[src/rtl/core/mgre_pkg.sv]
// mgre_pkg: shared types, constants and color packing for the glyph row expander
// depends on nothing; imported by every module of the block
package mgre_pkg;

	localparam int GLYPH_WIDTH = 8;
	localparam int COL_W = $clog2(GLYPH_WIDTH);
	localparam logic [COL_W-1:0] LAST_COL = COL_W'(GLYPH_WIDTH - 1);
	localparam int QUEUE_DEPTH = 2;

	localparam int ADDR_W = 48;
	localparam int WORD_W = 32;
	localparam int PITCH_W = 18;
	localparam int DIM_W = 16;
	localparam int FMT_W = 9;
	localparam int RGB_W = 24;
	localparam int CFG_IDX_W = 3;
	localparam int MAX_CHAN = 8;

	// register indexes of the configuration port
	typedef enum logic [CFG_IDX_W-1:0] {
		REG_DRAWING_ENABLED = 3'd0,
		REG_FRAME_BASE      = 3'd1,
		REG_LINE_PITCH      = 3'd2,
		REG_SCREEN_WIDTH    = 3'd3,
		REG_SCREEN_HEIGHT   = 3'd4,
		REG_RED_FORMAT      = 3'd5,
		REG_GREEN_FORMAT    = 3'd6,
		REG_BLUE_FORMAT     = 3'd7
	} reg_idx_t;

	typedef struct packed {
		logic               drawing_enabled;
		logic [ADDR_W-1:0]  frame_base;
		logic [PITCH_W-1:0] line_pitch;
		logic [DIM_W-1:0]   screen_width;
		logic [DIM_W-1:0]   screen_height;
		logic [FMT_W-1:0]   red_format;
		logic [FMT_W-1:0]   green_format;
		logic [FMT_W-1:0]   blue_format;
	} cfg_t;

	// one accepted row, ready for expansion
	typedef struct packed {
		logic [ADDR_W-1:0]      start_addr;
		logic [WORD_W-1:0]      fore_word;
		logic [WORD_W-1:0]      back_word;
		logic [GLYPH_WIDTH-1:0] bits;
	} qent_t;

	typedef struct packed {
		logic full;
		logic not_empty;
	} qstat_t;

	function automatic logic [WORD_W-1:0] place_channel(
		input logic [7:0] chan,
		input logic [FMT_W-1:0] fmt
	);
		logic [3:0] size;
		logic [4:0] shift;
		logic [WORD_W-1:0] narrowed;
		size = fmt[3:0];
		shift = fmt[8:4];
		if (size > 4'(MAX_CHAN)) begin
			size = 4'(MAX_CHAN);
		end
		narrowed = WORD_W'(chan) >> (4'(MAX_CHAN) - size);
		return narrowed << shift;
	endfunction

	function automatic logic [WORD_W-1:0] pack_rgb(
		input logic [RGB_W-1:0] rgb,
		input cfg_t cfg
	);
		return place_channel(rgb[23:16], cfg.red_format)
			| place_channel(rgb[15:8], cfg.green_format)
			| place_channel(rgb[7:0], cfg.blue_format);
	endfunction

endpackage

[src/rtl/core/mgre_front.sv]
// mgre_front: accepts rows, drops those not to be drawn, packs colors and forms the start address
// depends on mgre_pkg; feeds mgre_queue
module mgre_front (
	input  logic                            clk,
	input  logic                            arst_n,
	input  mgre_pkg::cfg_t                  cfg,
	input  logic                            in_valid,
	output logic                            in_ready,
	input  logic [mgre_pkg::DIM_W-1:0]      origin_x,
	input  logic [mgre_pkg::DIM_W-1:0]      origin_y,
	input  logic [7:0]                      glyph_rows,
	input  logic [7:0]                      row_index,
	input  logic [mgre_pkg::GLYPH_WIDTH-1:0] row_bits,
	input  logic [mgre_pkg::RGB_W-1:0]      fore_rgb,
	input  logic [mgre_pkg::RGB_W-1:0]      back_rgb,
	input  mgre_pkg::qstat_t                qstat,
	output logic                            push,
	output mgre_pkg::qent_t                 push_data
);
	import mgre_pkg::*;

	localparam int PROD_W = DIM_W + 1 + PITCH_W;

	logic                   valid_s1;
	logic [DIM_W-1:0]       ox_s1;
	logic [DIM_W-1:0]       oy_s1;
	logic [7:0]             rows_s1;
	logic [7:0]             ri_s1;
	logic [GLYPH_WIDTH-1:0] bits_s1;
	logic [RGB_W-1:0]       fore_s1;
	logic [RGB_W-1:0]       back_s1;

	logic                   valid_s2;
	logic [PROD_W-1:0]      prod_s2;
	logic [DIM_W-1:0]       ox_s2;
	logic [GLYPH_WIDTH-1:0] bits_s2;
	logic [WORD_W-1:0]      fore_s2;
	logic [WORD_W-1:0]      back_s2;

	logic              keep;
	logic [DIM_W:0]    row_y;
	logic              s1_move;
	logic              s2_move;

	// row is drawn only when drawing is enabled, the whole glyph is on screen and the row is inside the glyph
	always_comb begin
		keep = cfg.drawing_enabled
			&& ({1'b0, ox_s1} + (DIM_W+1)'(GLYPH_WIDTH) <= {1'b0, cfg.screen_width})
			&& ({1'b0, oy_s1} + (DIM_W+1)'(rows_s1) <= {1'b0, cfg.screen_height})
			&& (ri_s1 < rows_s1);
		row_y = {1'b0, oy_s1} + (DIM_W+1)'(ri_s1);
	end

	assign s2_move = !valid_s2 || !qstat.full;
	assign s1_move = !valid_s1 || !keep || s2_move;
	assign in_ready = s1_move;

	always_ff @(posedge clk or negedge arst_n) begin
		if (!arst_n) begin
			valid_s1 <= 1'b0;
			valid_s2 <= 1'b0;
		end else begin
			if (s1_move) begin
				valid_s1 <= in_valid;
			end
			if (s2_move) begin
				valid_s2 <= valid_s1 && keep;
			end
		end
	end

	always_ff @(posedge clk) begin
		if (s1_move) begin
			ox_s1   <= origin_x;
			oy_s1   <= origin_y;
			rows_s1 <= glyph_rows;
			ri_s1   <= row_index;
			bits_s1 <= row_bits;
			fore_s1 <= fore_rgb;
			back_s1 <= back_rgb;
		end
		if (s2_move) begin
			prod_s2 <= PROD_W'(row_y) * PROD_W'(cfg.line_pitch);
			ox_s2   <= ox_s1;
			bits_s2 <= bits_s1;
			fore_s2 <= pack_rgb(fore_s1, cfg);
			back_s2 <= pack_rgb(back_s1, cfg);
		end
	end

	always_comb begin
		push = valid_s2 && !qstat.full;
		push_data.start_addr = cfg.frame_base + ADDR_W'(prod_s2)
			+ ADDR_W'({ox_s2, 2'b00});
		push_data.fore_word = fore_s2;
		push_data.back_word = back_s2;
		push_data.bits = bits_s2;
	end

endmodule

[src/rtl/core/mgre_queue.sv]
// mgre_queue: short register queue between the front and the back
// depends on mgre_pkg
module mgre_queue #(
	parameter int DEPTH = mgre_pkg::QUEUE_DEPTH
) (
	input  logic              clk,
	input  logic              arst_n,
	input  logic              push,
	input  mgre_pkg::qent_t   push_data,
	input  logic              pop,
	output mgre_pkg::qent_t   head,
	output mgre_pkg::qstat_t  qstat
);
	import mgre_pkg::*;

	localparam int PTR_W = (DEPTH > 1) ? $clog2(DEPTH) : 1;
	localparam int CNT_W = $clog2(DEPTH + 1);
	localparam logic [PTR_W-1:0] LAST_PTR = PTR_W'(DEPTH - 1);

	qent_t             entries_q [DEPTH];
	logic [PTR_W-1:0]  wr_ptr_q;
	logic [PTR_W-1:0]  rd_ptr_q;
	logic [CNT_W-1:0]  count_q;

	assign head = entries_q[rd_ptr_q];
	assign qstat.full = (count_q == CNT_W'(DEPTH));
	assign qstat.not_empty = (count_q != '0);

	always_ff @(posedge clk or negedge arst_n) begin
		if (!arst_n) begin
			wr_ptr_q <= '0;
			rd_ptr_q <= '0;
			count_q  <= '0;
		end else begin
			if (push) begin
				wr_ptr_q <= (wr_ptr_q == LAST_PTR) ? '0 : wr_ptr_q + 1'b1;
			end
			if (pop) begin
				rd_ptr_q <= (rd_ptr_q == LAST_PTR) ? '0 : rd_ptr_q + 1'b1;
			end
			if (push && !pop) begin
				count_q <= count_q + 1'b1;
			end else if (pop && !push) begin
				count_q <= count_q - 1'b1;
			end
		end
	end

	always_ff @(posedge clk) begin
		if (push) begin
			entries_q[wr_ptr_q] <= push_data;
		end
	end

	assert property (@(posedge clk) disable iff (!arst_n)
		push |-> (count_q < CNT_W'(DEPTH)))
		else $error("push into a full queue");
	assert property (@(posedge clk) disable iff (!arst_n)
		pop |-> (count_q != '0))
		else $error("pop from an empty queue");
	assert property (@(posedge clk) disable iff (!arst_n)
		(push && !pop) |=> (count_q == $past(count_q) + 1'b1))
		else $error("queue count lost a push");

endmodule

[src/rtl/core/mgre_back.sv]
// mgre_back: walks the columns of the head row and drives the write beats
// depends on mgre_pkg; reads from mgre_queue
module mgre_back (
	input  logic                          clk,
	input  logic                          arst_n,
	input  mgre_pkg::qent_t               head,
	input  mgre_pkg::qstat_t              qstat,
	output logic                          pop,
	output logic                          out_valid,
	input  logic                          out_ready,
	output logic [mgre_pkg::ADDR_W-1:0]   write_address,
	output logic [mgre_pkg::WORD_W-1:0]   pixel_word,
	output logic                          last_pixel
);
	import mgre_pkg::*;

	logic [COL_W-1:0]  col_q;
	logic              out_valid_q;
	logic [ADDR_W-1:0] write_address_q;
	logic [WORD_W-1:0] pixel_word_q;
	logic              last_pixel_q;
	logic              load;

	assign load = qstat.not_empty && (!out_valid_q || out_ready);
	assign pop = load && (col_q == LAST_COL);

	always_ff @(posedge clk or negedge arst_n) begin
		if (!arst_n) begin
			col_q       <= '0;
			out_valid_q <= 1'b0;
		end else begin
			if (load) begin
				col_q       <= (col_q == LAST_COL) ? '0 : col_q + 1'b1;
				out_valid_q <= 1'b1;
			end else if (out_ready) begin
				out_valid_q <= 1'b0;
			end
		end
	end

	// bit 7 of the pattern is column 0
	always_ff @(posedge clk) begin
		if (load) begin
			write_address_q <= head.start_addr + ADDR_W'({col_q, 2'b00});
			pixel_word_q    <= head.bits[LAST_COL - col_q] ? head.fore_word : head.back_word;
			last_pixel_q    <= (col_q == LAST_COL);
		end
	end

	assign out_valid = out_valid_q;
	assign write_address = write_address_q;
	assign pixel_word = pixel_word_q;
	assign last_pixel = last_pixel_q;

endmodule

[src/rtl/core/mono_glyph_row_expander.sv]
// mono_glyph_row_expander: top level, configuration registers and the front/queue/back chain
// depends on mgre_pkg, mgre_front, mgre_queue, mgre_back
//
// usage
// - input channel (in_valid/in_ready): one beat is one glyph row with its origin, glyph
//   height, row index, 8-bit pattern and foreground/background rgb
// - output channel (out_valid/out_ready): one beat is one 32-bit pixel write, byte address
//   plus packed color; eight beats per drawn row, leftmost pixel first, last_pixel on the eighth
// - rows that are off screen, past the glyph height, or sent while drawing is disabled are
//   dropped in the front and give no beats
// - configuration: cfg_write with cfg_index/cfg_data updates one register;
//   write only while the block is idle
// - path: an accepted row goes through the front's s1 and s2 stages and the queue into the
//   back's output register; dropped rows pass the front at one per cycle
// - throughput: one write beat per cycle while rows are queued and out_ready is high
// - the front keeps accepting while beats of earlier rows are still waiting; when the
//   receiver stalls, the output register holds, the queue fills, then in_ready drops
// - reset clears the configuration registers (drawing disabled) and empties the pipeline and queue
module mono_glyph_row_expander #(
	parameter int QUEUE_DEPTH = mgre_pkg::QUEUE_DEPTH
) (
	input  logic                                clk,
	input  logic                                arst_n,
	input  logic                                cfg_write,
	input  logic [mgre_pkg::CFG_IDX_W-1:0]      cfg_index,
	input  logic [mgre_pkg::ADDR_W-1:0]         cfg_data,
	input  logic                                in_valid,
	output logic                                in_ready,
	input  logic [mgre_pkg::DIM_W-1:0]          origin_x,
	input  logic [mgre_pkg::DIM_W-1:0]          origin_y,
	input  logic [7:0]                          glyph_rows,
	input  logic [7:0]                          row_index,
	input  logic [mgre_pkg::GLYPH_WIDTH-1:0]    row_bits,
	input  logic [mgre_pkg::RGB_W-1:0]          fore_rgb,
	input  logic [mgre_pkg::RGB_W-1:0]          back_rgb,
	output logic                                out_valid,
	input  logic                                out_ready,
	output logic [mgre_pkg::ADDR_W-1:0]         write_address,
	output logic [mgre_pkg::WORD_W-1:0]         pixel_word,
	output logic                                last_pixel
);
	import mgre_pkg::*;

	cfg_t   cfg_q;
	qent_t  push_data;
	qent_t  head;
	qstat_t qstat;
	logic   push;
	logic   pop;

	// configuration registers, all zero after reset
	always_ff @(posedge clk or negedge arst_n) begin
		if (!arst_n) begin
			cfg_q <= '0;
		end else if (cfg_write) begin
			case (reg_idx_t'(cfg_index))
				REG_DRAWING_ENABLED: cfg_q.drawing_enabled <= cfg_data[0];
				REG_FRAME_BASE:      cfg_q.frame_base <= cfg_data;
				REG_LINE_PITCH:      cfg_q.line_pitch <= cfg_data[PITCH_W-1:0];
				REG_SCREEN_WIDTH:    cfg_q.screen_width <= cfg_data[DIM_W-1:0];
				REG_SCREEN_HEIGHT:   cfg_q.screen_height <= cfg_data[DIM_W-1:0];
				REG_RED_FORMAT:      cfg_q.red_format <= cfg_data[FMT_W-1:0];
				REG_GREEN_FORMAT:    cfg_q.green_format <= cfg_data[FMT_W-1:0];
				REG_BLUE_FORMAT:     cfg_q.blue_format <= cfg_data[FMT_W-1:0];
				default:             cfg_q <= cfg_q;
			endcase
		end
	end

	// front: accept, classify, pack colors, form start address
	mgre_front u_front (
		.clk        (clk),
		.arst_n     (arst_n),
		.cfg        (cfg_q),
		.in_valid   (in_valid),
		.in_ready   (in_ready),
		.origin_x   (origin_x),
		.origin_y   (origin_y),
		.glyph_rows (glyph_rows),
		.row_index  (row_index),
		.row_bits   (row_bits),
		.fore_rgb   (fore_rgb),
		.back_rgb   (back_rgb),
		.qstat      (qstat),
		.push       (push),
		.push_data  (push_data)
	);

	// rows waiting for expansion
	mgre_queue #(
		.DEPTH (QUEUE_DEPTH)
	) u_queue (
		.clk       (clk),
		.arst_n    (arst_n),
		.push      (push),
		.push_data (push_data),
		.pop       (pop),
		.head      (head),
		.qstat     (qstat)
	);

	// back: one pixel write beat per cycle while rows are queued and out_ready is high
	mgre_back u_back (
		.clk           (clk),
		.arst_n        (arst_n),
		.head          (head),
		.qstat         (qstat),
		.pop           (pop),
		.out_valid     (out_valid),
		.out_ready     (out_ready),
		.write_address (write_address),
		.pixel_word    (pixel_word),
		.last_pixel    (last_pixel)
	);

endmodule
[config.mk]
export PLATFORM = sky130hd
export DESIGN_NAME = mono_glyph_row_expander
export DESIGN_NICKNAME = d
export VERILOG_FILES = /design/src/rtl/core/mgre_pkg.sv /design/src/rtl/core/mgre_front.sv /design/src/rtl/core/mgre_queue.sv /design/src/rtl/core/mgre_back.sv /design/src/rtl/core/mono_glyph_row_expander.sv
export SDC_FILE = /design/constraint.sdc
export NUM_CORES = 2
export LEC_CHECK = 0
export BUFFER_PORTS_ARGS = -buffer_cell sky130_fd_sc_hd__buf_2
export CAP_MARGIN = 40
export CORE_MARGIN = 2
export CORE_UTILIZATION = 35
export CTS_CLUSTER_DIAMETER = 40
export DETAILED_ROUTE_END_ITERATION = 6
export PLACE_DENSITY = 0.6
export SYNTH_ARGS = -nofsm -noshare
export SYNTH_HDL_FRONTEND = slang
export SYNTH_SLANG_ARGS = --single-unit
export TNS_END_PERCENT = 5
[constraint.sdc]
create_clock -name clk -period 8.1 [get_ports clk]
set_input_delay 2.025 -clock clk [delete_from_list [all_inputs] [get_ports clk]]
set_output_delay 2.025 -clock clk [all_outputs]
set_load 0.005 [all_outputs]
==> Yosys cells after proc, flatten, opt, wreduce, memory -nomap -nowiden <==
Memories as Yosys holds them, arrays and structs flattened.
Index checks and enable logic that the tools add are counted.
{ "classes": {"addsub": 15, "mul": 1, "magnitude_cmp": 7, "n_eq_ne": 9, "shift": 12, "mux": 18, "bitwise_logic": 4, "reduce_logical": 32} }
{ "op_table": {"columns": ["operator", "n"], "rows": [
  ["$shl A32 B5 Y32", 6],
  ["$shr A8 B4 Y32", 6],
  ["$or A32 B32 Y32", 4],
  ["$add A48 B18 Y48", 1],
  ["$add A48 B35 Y48", 1],
  ["$add A48 B5 Y48", 1],
  ["$mul A17 B18 Y35", 1],
  ["$add A16 B8 Y17", 2],
  ["$le A17 B16 Y1", 2],
  ["$mux W32", 1],
  ["$mux W4", 6],
  ["$add A16 B4 Y17 const B", 1],
  ["$reduce_and A2 Y1", 8],
  ["$eq A3 B3 Y1 const B", 5],
  ["$gt A4 B4 Y1 const B", 3],
  ["$sub A4 B4 Y4 const A", 3],
  ["$logic_and A1 B1 Y1", 9],
  ["$lt A8 B8 Y1", 1],
  ["$logic_not A1 Y1", 7],
  ["$mux W1", 7],
  ["$eq A3 B2 Y1 const B", 2],
  ["$reduce_bool A2 Y1", 3],
  ["$logic_or A1 B1 Y1", 4],
  ["$lt A3 B4 Y1 const B", 1],
  ["other kinds (11)", 13]
]} }
{ "totals": {"ff_bits": 444, "ramBits": 240, "inputBits": 160, "word_cells": 129, "memories": 1} }
{ "memory_table": {"columns": ["name", "depth", "word_bits", "rd", "rd_ports_with_merged_regs", "wr", "line", "source"], "rows": [
  ["u_queue.entries_q", 2, 120, 1, 0, 1, "mgre_queue.sv:20", "qent_t entries_q [DEPTH];"]
]} }

==> Depth between registers and ports, before layout <==
{ "depth": {"ltp_word": 9, "depth_mapped": 35} }

==> Hierarchy <==
From an unflattened synthesis, not the netlist that was laid out.
{ "hier_totals": {"hier_cells": 4029, "hier_area_um2": 46380.7} }
{ "modules_own_cells": {"columns": ["mod", "instances", "cells_each", "area_each_um2"], "rows": [
  ["mgre_front", 1, 3069, 28348.4],
  ["mgre_queue", 1, 389, 8871.0],
  ["mono_glyph_row_expander", 1, 274, 4994.8],
  ["mgre_back", 1, 297, 4166.5]
]} }

==> Least setup slack after synthesis <==
No wires, ideal clock.
{ "synth_timing": {"kind": "reg-to-reg", "startpoint": "register u_front.oy_s1[0]", "endpoint": "register u_front.prod_s2[31] (data pin)", "setup_ns": 0.195, "arrival_time_ns": 8.120, "required_time_ns": 7.905, "slack_ns": -0.215, "path_stages_with_launch": 33, "path_buffers": 1, "synth_period_minus_slack_ns": 8.315, "cell_sequence": "edfxtp_1 -> ha_1 -> inv_1 -> fa_1 -> nor2b_1 -> o21ai_0 -> a21boi_1 -> o21ai_0 -> a21boi_0 -> o21ai_1 -> a21oi_1 -> xor2_1 -> clkbuf_1 -> nand2_1 -> fa_1 -> inv_1 -> fa_1 -> fa_1 -> fa_1 -> fa_1 -> inv_1 -> fa_1 -> inv_1 -> ha_1 -> a211o_1 -> a21oi_1 -> a21boi_0 -> nor4_1 -> o21ai_0 -> a21oi_1 -> o41ai_2 -> or4b_1 -> o311ai_0"} }
{ "synth_via": {"elab_chain_len": 2} }
{ "synth_lines": {"columns": ["element", "line", "source"], "rows": [
  ["start: declaration", "mgre_front.sv:26", "logic [DIM_W-1:0] oy_s1;"],
  ["start signal: assignment", "mgre_front.sv:75", "oy_s1 <= origin_y;"],
  ["$add A16 B8 Y17", "mgre_front.sv:51", "row_y = {1'b0, oy_s1} + (DIM_W+1)'(ri_s1);"],
  ["$mul A17 B18 Y35", "mgre_front.sv:83", "prod_s2 <= PROD_W'(row_y) * PROD_W'(cfg.line_pitch);"],
  ["end signal: assignment", "mgre_front.sv:83", null],
  ["end: declaration", "mgre_front.sv:34", "logic [PROD_W-1:0] prod_s2;"]
]} }
Every way passes these cells.
A chain may end at the register's enable or synchronous reset.

==> Worst setup path after layout <==
{ "layout_timing": {"startpoint": "register u_front.ri_s1[1]", "endpoint": "register u_front.prod_s2[31] (data pin)"} }
{ "layout_via": {"elab_chain_len": 2} }
{ "layout_lines": {"columns": ["element", "line", "source"], "rows": [
  ["start: declaration", "mgre_front.sv:28", "logic [7:0] ri_s1;"],
  ["start signal: assignment", "mgre_front.sv:77", "ri_s1 <= row_index;"],
  ["$add A16 B8 Y17", "mgre_front.sv:51", null],
  ["$mul A17 B18 Y35", "mgre_front.sv:83", null]
]} }
Every way passes these cells.

==> run summary <==
top-level I/O count: 243
# Max-Cap Violations: 0
Die H: 364.7 um
Core ar.: 129300 um2
Routed WL per cell: 20.75 um
Routed Antenna Nets: 0
layout cells sized above 1: 0.2278
synth top area cells: edfxtp_1 36%, fa_1 11%, dfrtp_1 7.5%, ha_1 6.3%, mux2_2 4.4%
Hold Path End: u_front.bits_s2[0]
Total Nets Final: 4927
Max Clock Freq: 126.9 MHz
Hold WC Path Type: reg -> reg
Hold-fix buffers, CTS: 0
DIE WIDTH: 364.7 um
total CTS buffers: 107
Starting Density: 0.3521
CP startpoint kind: register
Post-synth ARST share: 0.1988
synthesized net count: 4569
RSZ-0062 raised after global routing: true
syn avg cell area: 11.61 um2
Synth-to-Final Area Change: 18.64%
DRT iter0 DRCs: 2536
CP max FO: 6
Crit path max-delay family: adder cells
drt first pass iters: 5
crit-path max cell delay: 0.60 ns
Slew Viols, Final: 0
final WL: 127000 um
multi-input logic area: 23890 um2
worst endpoint data arrival time: 8.36 ns
post-DP HPWL: 96630 um
Cell variety after synth: 91
# rows: 132
CTS tree: done
WS Path Type: reg -> reg
crit path time final: 7.882 ns
number of synthesis warnings: 0
RR Endpoint: u_front.prod_s2[31]
clock tree sinks: 684
Cells after Synth: 3922
GRT Total Usage: 0.1919
post-synthesis register bit count: 684
RR Startpoint: u_front.ri_s1[1]
Reg area: 19860 um2
post-synth top area share: 0.3614
RD Place Congestion: 0.9660
Clock transition at path regs: 0.05 ns
endpoints failing hold: 0
largest net degree at the start of global routing: 110
crit end category: register
sequential share of the synthesized area: 0.4362
port bufs: 242
EDFF count, synth: 548
worst slew pin tran: 1.056 ns
CP max stage cell: fa_1
Synth area leader: edfxtp_1
worst reg2reg path depth: 33
H-tree depth: 3
vias in the first global route: 32070
DIE AREA: 133000 um2
Residual DRC: 0
Main synth FF type: edfxtp_1
crit path buf inv count: 7
Worst Path Required: 8.58 ns
Final Setup Violations: 0
FILL cells: 12200
Post-Syn Area: 45530 um2
most used cell, CP: fa_1
Setup Skew: 0.05846 ns
CTS Buffer Depth: 3
first-pass GRT wire length: 195200 um
initial antenna violation count: 22
drt via density: 5.163
Final period util: 0.9731
clock root buffer: clkbuf_16
placed insts: 5876
hold path depth: 0
vias: 31600
total grt overflow: 0
R2R Setup Slk: 0.22 ns
HP Start: u_front.bits_s1[0]
max_slew headroom: 0.2884
status: complete, no violations
Worst-Skew Late Latency: 0.71 ns
Final Non-Filler Cells: 6120
[per-stage QoR]
stage | hold slack [ns] | setup WS (ns) | utilization | area, um2 | setup TNS (ns)
global route | 0.4368 | -0.09128 | 0.4177 | 54010 | -0.1944
global placement | 0.4047 | -0.3631 | 0.3813 | 49310 | -2.516
finish | 0.4160 | 0.2177 | 0.4177 | 54010 | 0
CTS | 0.4177 | 0.007454 | 0.4129 | 53400 | 0
floorplan | 0.4003 | 0.01498 | - | 45550 | 0
detailed placement | 0.4045 | -0.6073 | 0.3833 | 49570 | -4.260
[cell families (layout without fill, tap and decap cells)]
logic type      Yosys count  in the layout  synth area share
flops                   684            684            0.4362
other cells               0              5                 0
compound gates          621            621           0.09415
simple gates           1000           1000            0.1055
buf+inv                 602           1053           0.05120
mux                     375            375            0.1064
xor+xnor                153            153           0.03001
fa+ha+maj               487            487            0.1765
[worst register-to-register path: cells and delay by family, from the launching register on]
kind	cells	cell delay (ns)
buffers and inverters	7	0.64
XOR/XNOR	1	0.18
adder cells (fa/ha/maj)	8	3.59
AND/OR/NAND/NOR	3	0.76
flip-flops	1	0.35
AO/OA/AOI/OAI	14	2.14
[timing repair]
action,CTS,global route
pin swaps,11,100
hold endpoints to repair,0,0
setup buffers,15,23
resized for setup,28,114
endpoints found under the setup margin,16,19
[synthesized netlist by cell type, types with 8 or more instances]
| master | instances |
|---|---|
| edfxtp_1 | 548 |
| inv_1 | 414 |
| nand2_1 | 413 |
| fa_1 | 259 |
| ha_1 | 228 |
| mux2_2 | 176 |
| nor2_1 | 159 |
| clkbuf_1 | 138 |
| dfrtp_1 | 136 |
| mux2i_1 | 127 |
| a21oi_1 | 116 |
| o21ai_0 | 103 |
| nand2b_1 | 98 |
| and2_1 | 86 |
| xnor2_1 | 80 |
| xor2_1 | 71 |
| mux4_2 | 69 |
| nand3_1 | 50 |
| nor3_1 | 48 |
| a21o_1 | 40 |
| o211ai_1 | 37 |
| nor2b_1 | 36 |
| a211oi_1 | 30 |
| o22ai_1 | 30 |
| o21a_1 | 27 |
| nand4_1 | 25 |
| o221ai_1 | 24 |
| a22oi_1 | 20 |
| a221o_1 | 19 |
| o21bai_1 | 19 |
| and3_1 | 18 |
| buf_2 | 18 |
| a31oi_1 | 16 |
| buf_1 | 15 |
| nor4_1 | 14 |
| o21ai_1 | 13 |
| o32ai_1 | 12 |
| a211o_1 | 10 |
| a32oi_1 | 10 |
| nor3b_1 | 9 |
| a2bb2oi_1 | 8 |
| or2_2 | 8 |
[sequential cells by signal (all words and copies together) (netlist names), 16 cells and up]
signal	count
u_queue.entries_q	240
cfg_q	126
u_back.write_address	48
u_front.prod_s2	35
u_back.pixel_word	32
u_front.back_s2	32
u_front.fore_s2	32
u_front.back_s1	24
u_front.fore_s1	24
u_front.ox_s1	16
u_front.ox_s2	16
u_front.oy_s1	16
[routing by layer]
layer	up-vias	wire length, um	share of wire	global-route usage
met5	-	36	0.00028	0
met4	6	3359	0.026	0.06125
met3	203	6938	0.055	0.02836
met2	875	58910	0.46	0.3065
met1	15840	57740	0.45	0.2681
li1	14680	-	-	-
[cell usage in the layout, fill, tap and decap left out, types with 79 or more instances in the layout]
cell type,count
buf_4,156
buf_2,245
xnor2_1,79
clkbuf_16,109
fa_1,242
mux2i_1,124
nor2_1,154
and2_1,81
dfrtp_1,135
ha_1,214
nand2b_1,97
edfxtp_1,548
inv_1,403
a21oi_1,104
mux2_2,176
nand2_1,407
o21ai_0,94
[layout make-up]
class	count	share of cell area
antenna	5	0.0002316
clock buffer	122	0.05214
clock inverter	80	0.01457
inverter	422	0.02933
multi-input combinational	2636	0.4422
sequential	684	0.3677
tap	1742	0.04035
timing repair buffer	429	0.05344
[how the worst max path moves through the flow]
stage / from / slack, ns / endpoint / depth (start not counted)
after floorplan: u_front.oy_s1[0] / 0.01 / u_front.prod_s2[31] / 31
after global placement: u_front.oy_s1[0] / -0.36 / u_front.prod_s2[32] / 30
after detailed placement: u_front.oy_s1[1] / -0.61 / u_front.prod_s2[32] / 29
after CTS: u_front.oy_s1[0] / 0.007 / u_front.prod_s2[31] / 33
after global routing: u_front.oy_s1[1] / -0.09 / u_front.prod_s2[31] / 31
final: u_front.ri_s1[1] / 0.22 / u_front.prod_s2[31] / 33
Power is left out: the tool's default activity adds up to more than one toggle a clock period on the data nets, which glitch-free logic cannot reach.
